==> src/rtl/core/fbpa_pkg.sv <==
// ---------------------------------------------------------------------------
// fbpa_pkg
// Shared types and constants for the fixed block pool allocator.
// ---------------------------------------------------------------------------
`timescale 1ns / 1ps

package fbpa_pkg;

  localparam int unsigned AddrW  = 48;
  localparam int unsigned ShiftW = 5;
  localparam int unsigned CountW = 11;
  localparam int unsigned CfgIdxW = 2;

  // Stride clamp limits (log2 of bytes)
  localparam logic [ShiftW-1:0] ShiftMin = ShiftW'(3);
  localparam logic [ShiftW-1:0] ShiftMax = ShiftW'(16);

  // Register indexes on the configuration port
  typedef enum logic [CfgIdxW-1:0] {
    REG_POOL_BASE   = 2'd0,
    REG_STRIDE_LOG2 = 2'd1,
    REG_BLOCK_COUNT = 2'd2
  } reg_idx_e;

  // Result status codes
  typedef enum logic [1:0] {
    STATUS_OK      = 2'd0,
    STATUS_EMPTY   = 2'd1,
    STATUS_INVALID = 2'd2,
    STATUS_DOUBLE  = 2'd3
  } status_e;

  // Controller to datapath commands
  typedef struct packed {
    logic sweep_start;  // restart the clearing sweep at entry zero
    logic sweep;        // clear one memory entry, reload the pool counters
    logic accept;       // input transfer: capture item, start memory read
    logic exec;         // finish item: update stack, load result register
  } cmd_t;

  // Datapath to controller status
  typedef struct packed {
    logic cfg_restart;  // register write that restarts the pool
    logic sweep_last;   // sweep is at the last memory entry
  } sts_t;

endpackage

==> src/rtl/core/fbpa_ctrl.sv <==
// ---------------------------------------------------------------------------
// fbpa_ctrl
// Sequencer: clearing sweep, item accept, item finish and result valid.
// ---------------------------------------------------------------------------
`timescale 1ns / 1ps

module fbpa_ctrl (
  input  logic           clk_i,
  input  logic           rst_ni,
  input  logic           in_valid_i,
  output logic           in_ready_o,
  output logic           out_valid_o,
  input  logic           out_ready_i,
  input  fbpa_pkg::sts_t sts_i,
  output fbpa_pkg::cmd_t cmd_o
);
  import fbpa_pkg::*;

  typedef enum logic [1:0] {
    ST_CLEAR,
    ST_IDLE,
    ST_EXEC
  } state_e;

  state_e state_q, state_d;
  logic   out_valid_q, out_valid_d;
  logic   slot_free;

  // result register can take a new result this cycle
  assign slot_free = !out_valid_q || out_ready_i;

  // command decode and next state
  always_comb begin
    state_d            = state_q;
    out_valid_d        = out_valid_q && !out_ready_i;
    cmd_o              = '0;
    cmd_o.sweep_start  = sts_i.cfg_restart;
    unique case (state_q)
      ST_CLEAR: begin
        if (!sts_i.cfg_restart) begin
          cmd_o.sweep = 1'b1;
          if (sts_i.sweep_last) begin
            state_d = ST_IDLE;
          end
        end
      end
      ST_IDLE: begin
        if (in_valid_i) begin
          cmd_o.accept = 1'b1;
          state_d      = ST_EXEC;
        end
      end
      ST_EXEC: begin
        if (slot_free) begin
          cmd_o.exec  = 1'b1;
          out_valid_d = 1'b1;
          state_d     = ST_IDLE;
        end
      end
      default: begin
        state_d = ST_CLEAR;
      end
    endcase
    // a restarting register write always returns to the sweep
    if (sts_i.cfg_restart) begin
      state_d = ST_CLEAR;
    end
  end

  // state and registered outputs
  always_ff @(posedge clk_i or negedge rst_ni) begin
    if (!rst_ni) begin
      state_q     <= ST_CLEAR;
      out_valid_q <= 1'b0;
    end else begin
      state_q     <= state_d;
      out_valid_q <= out_valid_d;
    end
  end

  assign in_ready_o  = (state_q == ST_IDLE);
  assign out_valid_o = out_valid_q;

endmodule

==> config.mk <==
export PLATFORM = sky130hd
export DESIGN_NAME = fbpa_ctrl
export DESIGN_NICKNAME = d
export VERILOG_FILES = /design/src/rtl/core/fbpa_pkg.sv /design/src/rtl/core/fbpa_ctrl.sv
export SDC_FILE = /design/constraint.sdc
export NUM_CORES = 1
export LEC_CHECK = 0
export BUFFER_PORTS_ARGS = -buffer_cell sky130_fd_sc_hd__buf_2
export CAP_MARGIN = 20
export CELL_PAD_IN_SITES_DETAIL_PLACEMENT = 1
export CELL_PAD_IN_SITES_GLOBAL_PLACEMENT = 2
export CORE_AREA = 2 2 39 41
export CTS_CLUSTER_DIAMETER = 120
export DETAILED_ROUTE_END_ITERATION = 8
export DIE_AREA = 0 0 41 43
export PLACE_DENSITY_LB_ADDON = 0.3
export RECOVER_POWER = 100
export SYNTH_ARGS = -nofsm -noshare
export SYNTH_HDL_FRONTEND = slang
export SYNTH_SLANG_ARGS = --single-unit
==> constraint.sdc <==
create_clock -name clk_i -period 1.42 [get_ports clk_i]
set_input_delay 0.142 -clock clk_i [delete_from_list [all_inputs] [get_ports clk_i]]
set_output_delay 0.142 -clock clk_i [all_outputs]
set_load 0.005 [all_outputs]
**Yosys cells after proc, flatten, opt, wreduce, memory -nomap -nowiden**

Index checks and enable logic that the tools add are counted.

- Divide/modulo/power cells: 0
- Shift operators: 0
- Add/sub/neg operators: 0
- Equality and inequality tests: 5
- Multipliers: 0
- Multiplexer cells: 13
- Order comparisons: 0
- Reductions and logical operators: 6
- Bitwise logic cells: 0

Operators with widths:

| operator | count |
|---|---|
| $mux W1 | 8 |
| $mux W2 | 4 |
| $ne A3 B3 Y1 const B | 2 |
| $pmux W2 S3 | 1 |
| $ne A3 B2 Y1 const B | 1 |
| $reduce_and A3 Y1 | 1 |
| $eq A2 B1 Y1 const B | 1 |
| $eq A2 B2 Y1 const B | 1 |
| $logic_not A1 Y1 | 2 |
| $logic_not A2 Y1 | 1 |
| $logic_and A1 B1 Y1 | 1 |
| $logic_or A1 B1 Y1 | 1 |

- Register bits: 3
- Memories kept: 0
- Input port bits: 6
- Output and inout bits: 6
- ROM bits: 0
- Bits in writable memories: 0
- Word-level logic and storage cells: 26
- Bits in latches: 0

**Logic depth before layout (Yosys ltp)**

Gate-level depths: netlist of run 1.

- Depth in word-level cells: 5
- Depth in mapped cells: 3
- Depth with buffers taken out: 3

**Least setup slack after synthesis of run 1**

OpenSTA, ideal clock, no wires.

- Kind: register -> register
- Start: reg state_q[0]
- End: reg state_q[0]
- Required time: 1325 ps
- Stages on the path, launching flop included: 4
- Data arrival time: 912 ps
- Setup time: 95 ps
- Path buffers: 0
- Slack: 413 ps
- Cell sequence: dfrtp_1 nand2b_1 or3_1 o31ai_1

- Longest elaborated chain between the ends: 3

RTL lines:

| what | RTL line | source |
|---|---|---|
| start: declaration | fbpa_ctrl.sv:25 | `state_e state_q, state_d;` |
| start signal: assignment | fbpa_ctrl.sv:76 | `state_q <= state_d;` |
| $eq A2 B2 Y1 (tied with other cells) | fbpa_ctrl.sv:38 | `unique case (state_q)` |
| $ne A3 B3 Y1 (no source line) (tied with other cells) | -- |  |
| $reduce_and A3 Y1 (no source line) / $mux W2 (equally long branches) | -- |  |

Several ways; a longest one is shown, not always the timed one.
A chain may end at the register's enable or synchronous reset.

==> impl_metrics.toml, run 1 <==
[timing]
whs_ns = 0.176
min_period_ns = 1.20
tns_ns = 0
rsz0062_at_grt = "no"
setup_viol = 0
post-route-period-util = 0.848
worstMarginPinSlew_ns = 0.303
max_slew_margin = 0.798
hold_violations = 0
clock_skew_ns = 0.00202
drv_slew = 0
timing.fmax_mhz = 831

[yosys]
ys_seq_area_frac = 0.469
yosysWarnings = 0
yosys.cell_types.count = 11
synth-seq-cells = 3
synthTopCellsByCount = "dfrtp_1, nor2_1, nor2b_1, nand2b_1"
synthArstFlopShare = 1.00
avgSynthCellArea_um2 = 8.90
synth.cell_area_um2 = 160
dominantRegCellSynth = "dfrtp_1"
synth.area.top_cells = "dfrtp_1, nor2b_1, nand2b_1, nor2_1, a22oi_1"
synth_cells = 18
synth_fp_nets = 24
synth_edf_count = 0
synth_top_area_share = 0.469
synth_top_area_cell = "dfrtp_1"

[power_and_ir_drop]
p_per_area_mw_per_mm2 = 1140
p_leak_uw = 0.000120
power_uw = 292
ir_drop_uv = 140

[setup_path]
worst-setup-path-type = "flop to output pin"
critPathCaptureType = "output pin"
cp-start-kind = "flop"
cp_max_fo = 6
crit_required_ns = 1.28
worstPathArrival_ns = 1.06
rr_worst_depth = 3

[finish]
instances_no_fill = 49
nets = 40
syn_to_final_growth_pct = 60.2
final_design_area_no_fill_um2 = 256
drive_above_1_share = 0.242
diodes = 0

[clocking]
path_clk_slew_ns = 0.04
htreeDepth = 1
clock_path_buffers = 2
worst_skew_pair.late_latency_ns = 0.23
clkSinkCount = 3
cts_resized = 0
cts_root_buffer = "clkbuf_4"
numCtsBuffers = 3
cts_tree = "done"
cts_hold_buf = 1
cts_setup_buffers = 0

[floorplan]
die_h_um = 43
die_area_mm2 = 0.00176
core_mm2 = 0.00138
start_util = 0.116
die_width_um = 41
io_pins = 12
num_rows = 14

[routing]
post_drt_wl_per_cell_um = 9.90
wl_met3_um = 30
vias = 171
drc_errors = 0
viasPerCell = 3.49
drtIter0Drc = 4
ant_nets = 0
top_layer = "met3"
met2_length_um = 226
wl_met1_um = 228
drt_pass1_iterations = 2
wl_um = 485

[hold_path]
hold_path_class = "input pin to flop"
hold_depth = 2

[placement]
dp.cells = 44
gp_congestion = 0.635
place_area_um2 = 228
dp_hpwl_um = 381
portBuffers = 11

[global_routing]
grt_antenna_before_repair = 0
gr-total-overflow = 0
grt_max_degree = 7
grt_pass1_wl_um = 745
grt_pass1_vias = 206
grt_usage = 0.0691

[run_status]
status = "completed"

[run]
cap_violations = 0
cell usage in the layout, fill, tap and decap left out, drive strengths merged:
master        n
o31ai         1
clkbuf       10
a22oi         1
nor2          3
nand2b        2
dfrtp         3
nor3          1
or3           1
nand2         1
buf           5
dlygate4sd3   1
nor2b         3
o21ai         1
path summary, 6_finish.rpt:
kind | from | end | slack [ns]
worst min register to register | state_q[1] | state_q[0] | 0.57
min in group asynchronous | rst_ni | state_q[1] | 0.25
worst min-delay path | sts_i[1] | state_q[1] | 0.18
worst max register to register | state_q[0] | state_q[0] | 0.33
max in group asynchronous | rst_ni | out_valid_o | 1.02
worst max-delay path | state_q[0] | cmd_o[0] | 0.22
critical path: stages, from the launching register on:
cell	delay [ns]
dfrtp_1	0.42
nand2b_1	0.20
nor2_1	0.10
clkbuf_1	0.12
registers in the layout, indices dropped and copies added, names as in the netlist:
name and flops:
state_q 2, out_valid_o 1
area by class of cell:
class | count | area, µm²
multi-input cells | 14 | 77.6
fillers | 183 | 1130
flip-flops and latches | 3 | 75.1
repair buffers | 12 | 57.6
clock buffers | 4 | 26.3
well taps | 16 | 20.0
power breakdown:
group / leakage (µW) / switching [µW] / internal, µW
Clock: 0.0000150 / 44.8 / 105
Combinational: 0.0000650 / 21.0 / 21.7
Sequential: 0.0000401 / 7.15 / 92.5
Total: 0.000120 / 73.0 / 219
routing by layer:
layer  track usage  vias up
li1              -       90
met1        0.0863       73
met2        0.0750        8
met3             0        0
met4         0.120        0
met5             0        -
cells by family (layout without fill, tap and decap cells):
group,after synthesis,in the layout,synth area share
AOI/OAI and AO/OA,3,3,0.125
DFF,3,3,0.469
and+or+nand+nor,11,11,0.359
buffers and inverters,1,16,0.0469
metrics by stage:
stage | util | setup WS, ns
after floorplan | - | 0.413
final | 0.185 | 0.216
after detailed placement | 0.165 | 0.332
after global placement | 0.165 | 0.358
after global routing | 0.185 | 0.113
after CTS | 0.191 | 0.205
Note: power is estimated with default switching activity, not from simulation.
==> inputs of run 2 (changes only) <==
Clock period 1.42 ns to 1.3 ns, I/O delays scaled along.
==> run 2 against run 1 <==
Effect of this change:
- final area grew 0.49%
- largest cell class unchanged
- largest power group unchanged
- utilization rose by 0.090 points
- sequential power increased by 9%
- combinational power grew 9.8%
- non-clock buffer count unchanged
- total power increased by 9.3%
- critical path depth is the same
- worst hold slack got worse by 0.012 ns
- sequential cell count did not move
- count of clock-buffer cells in the layout did not move
- clock skew did not move
==> impl_metrics.toml, run 2 (synthesis gave the netlist of run 1 again) <==
[clocking]
cts_resized = 0
cts_root_buffer = "clkbuf_4"
cts_setup_buffers = 0
cts_tree = "done"
numCtsBuffers = 3
htreeDepth = 1
clkSinkCount = 3
clock_path_buffers = 2
path_clk_slew_ns = 0.04
worst_skew_pair.late_latency_ns = 0.23

[placement]
portBuffers = 11
dp_hpwl_um = 381
gp_congestion = 0.635

[finish]
largest_reg_flops = 2
fillers = 183
top_register = "state_q"
final_cell_mix = "clkbuf_1, buf_2"
drive_above_1_share = 0.273
final_util = 0.186
syn_to_final_growth_pct = 60.9
nets = 40
diodes = 0

[setup_path]
slowest_stage = "dfrtp_1"
slowest_delay_ns = 0.42
critPathCaptureType = "output pin"
worstPathArrival_ns = 1.05
crit_required_ns = 1.17
cp_max_fo = 6
cp-start-kind = "flop"
path_cells = "nand2b_1 > nor2_1 > buf_2"
worst-setup-path-type = "flop to output pin"

[run]
cap_violations = 0

[timing]
clock_skew_ns = 0.00202
max_slew_margin = 0.798
min_period_ns = 1.18
post-route-period-util = 0.909
rsz0062_at_grt = "no"
worstMarginPinSlew_ns = 0.302
setup_viol = 0
drv_slew = 0
timing.fmax_mhz = 846
hold_violations = 0
tns_ns = 0

[hold_path]
hold_path_class = "input pin to flop"

[routing]
wl_um = 483
viasPerCell = 3.49
ant_nets = 0
vias = 171
drt_pass1_iterations = 2
drc_errors = 0
drtIter0Drc = 4
post_drt_wl_per_cell_um = 9.86

[power_and_ir_drop]
p_per_area_mw_per_mm2 = 1240
p_leak_uw = 0.000124
ir_drop_uv = 154
power_uw = 320

[floorplan]
die_area_mm2 = 0.00176
num_rows = 14
start_util = 0.116
io_pins = 12
die_width_um = 41
die_h_um = 43
core_mm2 = 0.00138

[global_routing]
grt_max_degree = 7
grt_pass1_vias = 206
gr-total-overflow = 0
grt_pass1_wl_um = 745
grt_usage = 0.0691
grt_antenna_before_repair = 0

[run_status]
status = "completed"
==> run 2: timing repair <==
item                                    in CTS  in global routing
endpoints found under the setup margin       0                  0
hold endpoints to repair                     3                  0
hold buffers                                 1                  0
==> run 2: layer usage <==
metal | part of all wire | vias up | GRT usage
met5 | 0 | - | 0
met4 | 0 | 0 | 0.120
met3 | 0.060 | 0 | 0
met2 | 0.47 | 8 | 0.0750
met1 | 0.47 | 73 | 0.0863
li1 | - | 90 | -
==> run 2: final cells by class <==
cell class                 instances  area, µm²  share of cell area
clock buffer                       4       26.3               0.102
timing repair buffer              12       58.8               0.228
multi-input combinational         14       77.6               0.301
tap                               16       20.0              0.0777
sequential                         3       75.1               0.291
==> run 2: final timing paths <==
kind,start,endpoint,slack (ns),cells after the start
worst max-delay path,state_q[0],cmd_o[0],0.12,3
worst min-delay path,sts_i[1],state_q[1],0.16,2
worst max register to register,state_q[0],state_q[0],0.21,3
worst min register to register,state_q[1],state_q[0],0.57,1
max in group asynchronous,rst_ni,out_valid_o,0.91,2
min in group asynchronous,rst_ni,state_q[1],0.24,2
==> run 2: stage by stage <==
stage                     instance area (µm²)  cells  setup slack (ns)  hold slack (ns)
final                                     258     49             0.118            0.164
after global routing                      258     49            0.0253            0.203
after CTS                                 264     49            0.0968           0.0956
after detailed placement                  228     44             0.212          -0.0703
after global placement                    228     44             0.238          -0.0723
after floorplan                           160     18             0.293           -0.166
==> run 2: where the power goes <==
| part | total, µW | switching [µW] | internal (µW) |
|---|---|---|---|
| sequential | 109 | 7.81 | 101 |
| clock | 164 | 49.0 | 115 |
| combinational | 46.9 | 22.9 | 24.0 |
==> run 2: worst max-delay path, delay by kind of cell, from the launching register on <==
family	cells	cell delay, ns
simple gates	2	0.29
buf+inv	1	0.11
flops	1	0.42
==> inputs of run 3 (changes only) <==
Settings changed: BUFFER_PORTS_ARGS -buffer_cell sky130_fd_sc_hd__buf_2 to default, DONT_BUFFER_PORTS from default to 1, GPL_TIMING_DRIVEN from default to 0, PLACE_DENSITY_LB_ADDON 0.3 to 0.12.
==> run 3 against run 2 <==
Effect of this change:
- final area down 12%
- largest cell class unchanged
- die area unchanged
- register-to-register slack about the same
- critical path type unchanged
- maximum frequency up 5.1%
==> impl_metrics.toml, run 3 (synthesis gave the netlist of run 1 again) <==
[timing]
rsz0062_at_grt = "no"
worstMarginPinSlew_ns = 0.256
min_period_ns = 1.12
tns_ns = 0
timing.fmax_mhz = 889
setup_viol = 0
drv_slew = 0
hold_violations = 0
post-route-period-util = 0.865
whs_ns = 0.0751
max_slew_margin = 0.829
clock_skew_ns = 0.00386

[power_and_ir_drop]
p_leak_uw = 0.000101
p_seq_frac = 0.356
p_int_uw = 233
combPwrFrac = 0.107
clockPowerShare = 0.537
ir_drop_uv = 132
p_sw_uw = 76.1
swShare = 0.246
p_per_area_mw_per_mm2 = 1360

[global_routing]
grt.busiest_layer = "met4"
grt_pass1_vias = 181
grt_max_degree = 7
grt_pass1_wl_um = 731
met2_usage = 0.0719
met1_usage = 0.0801
use_met3 = 0.0262
gr-total-overflow = 0
grt_usage = 0.0682
grt_antenna_before_repair = 0

[routing]
viasPerCell = 3.95
drc_errors = 0
ant_nets = 0
vias = 158
drtIter0Drc = 0
drt_pass1_iterations = 1
wl_um = 464
post_drt_wl_per_cell_um = 11.6

[clocking]
clkSinkCount = 3
worst_skew_pair.late_latency_ns = 0.23
cts_setup_buffers = 0
clock_path_buffers = 2
cts_root_buffer = "clkbuf_4"
path_clk_slew_ns = 0.04
numCtsBuffers = 3
htreeDepth = 1
cts_resized = 0
cts_tree = "done"
cts_hold_buf = 2

[floorplan]
core_mm2 = 0.00138
io_pins = 12
die_area_mm2 = 0.00176
num_rows = 14
die_h_um = 43
die_width_um = 41
start_util = 0.116

[finish]
top_register = "state_q"
drive_above_1_share = 0.167
instances_no_fill = 40
nets = 31
syn_to_final_growth_pct = 41.4
diodes = 0
final_cell_mix = "clkbuf_4, nor2_1, nor2b_1, dfrtp_1"
layout_commonest_cell = "clkbuf_4"
fillers = 178
largest_reg_flops = 2

[setup_path]
worstPathArrival_ns = 0.99
critPathCaptureType = "output pin"
worst-setup-path-type = "flop to output pin"
cp-start-kind = "flop"
cp_max_fo = 6
crit_required_ns = 1.17

[placement]
portBuffers = 0
dp_hpwl_um = 337
gp_congestion = 0.662
dp.cells = 34

[hold_path]
hold_path_class = "input pin to flop"

[run]
cap_violations = 0

[run_status]
status = "completed"
==> run 3: cell count changes in the layout (fill, tap and decap cells not counted) <==
cell           change
clkbuf_4           +1
dlygate4sd3_1      +1
buf_2              -6
clkbuf_1           -5
==> run 3: final timing paths <==
check                      depth (start not counted)  slack [ns]          end  startpoint
setup / recovery                                   2        0.18     cmd_o[0]  state_q[0]
hold / removal                                     2        0.08   state_q[0]    sts_i[1]
setup reg to reg                                   3        0.20   state_q[0]  state_q[0]
hold reg to reg                                    1        0.59   state_q[0]  state_q[1]
max in group asynchronous                          1        1.01  out_valid_o      rst_ni
min in group asynchronous                          1        0.15   state_q[1]      rst_ni
==> run 3: cell type report <==
type | count | area (µm²) | area share
timing repair buffer | 2 | 20.0 | 0.0884
buffer | 1 | 7.51 | 0.0331
tap | 16 | 20.0 | 0.0884
multi-input combinational | 14 | 77.6 | 0.343
sequential | 3 | 75.1 | 0.331
clock buffer | 4 | 26.3 | 0.116
==> run 3: power by group through the flow <==
stage / combinational, µW / sequential (µW) / clock (µW)
2_1_floorplan: 23.0 / 108 / 0
3_3_place_gp: 27.3 / 112 / 0
3_5_place_dp: 27.6 / 111 / 0
4_1_cts: 34.2 / 110 / 175
5_1_grt: 37.0 / 111 / 190
6_report: 33.1 / 110 / 166
==> run 3: metrics by stage <==
| step | util | cell area (µm²) | power, µW | setup WS [ns] |
|---|---|---|---|---|
| 3_3_place_gp | 0.130 | 180 | 139 | 0.178 |
| 6_report | 0.164 | 226 | 309 | 0.175 |
| 4_1_cts | 0.164 | 226 | 320 | 0.151 |
| 5_1_grt | 0.164 | 226 | 338 | 0.130 |
| 2_1_floorplan | - | 160 | 131 | 0.293 |
| 3_5_place_dp | 0.130 | 180 | 139 | 0.197 |
==> run 3: worst max-delay path: stages, from the launching register on <==
cell and delay (ns):
dfrtp_1 0.42, nand2b_1 0.20, nor2_1 0.14
==> run 3: metal layers <==
layer,up-vias,wire [µm]
met5,-,0
met3,4,47
li1,71,-
met2,11,184
met1,72,201
met4,0,30
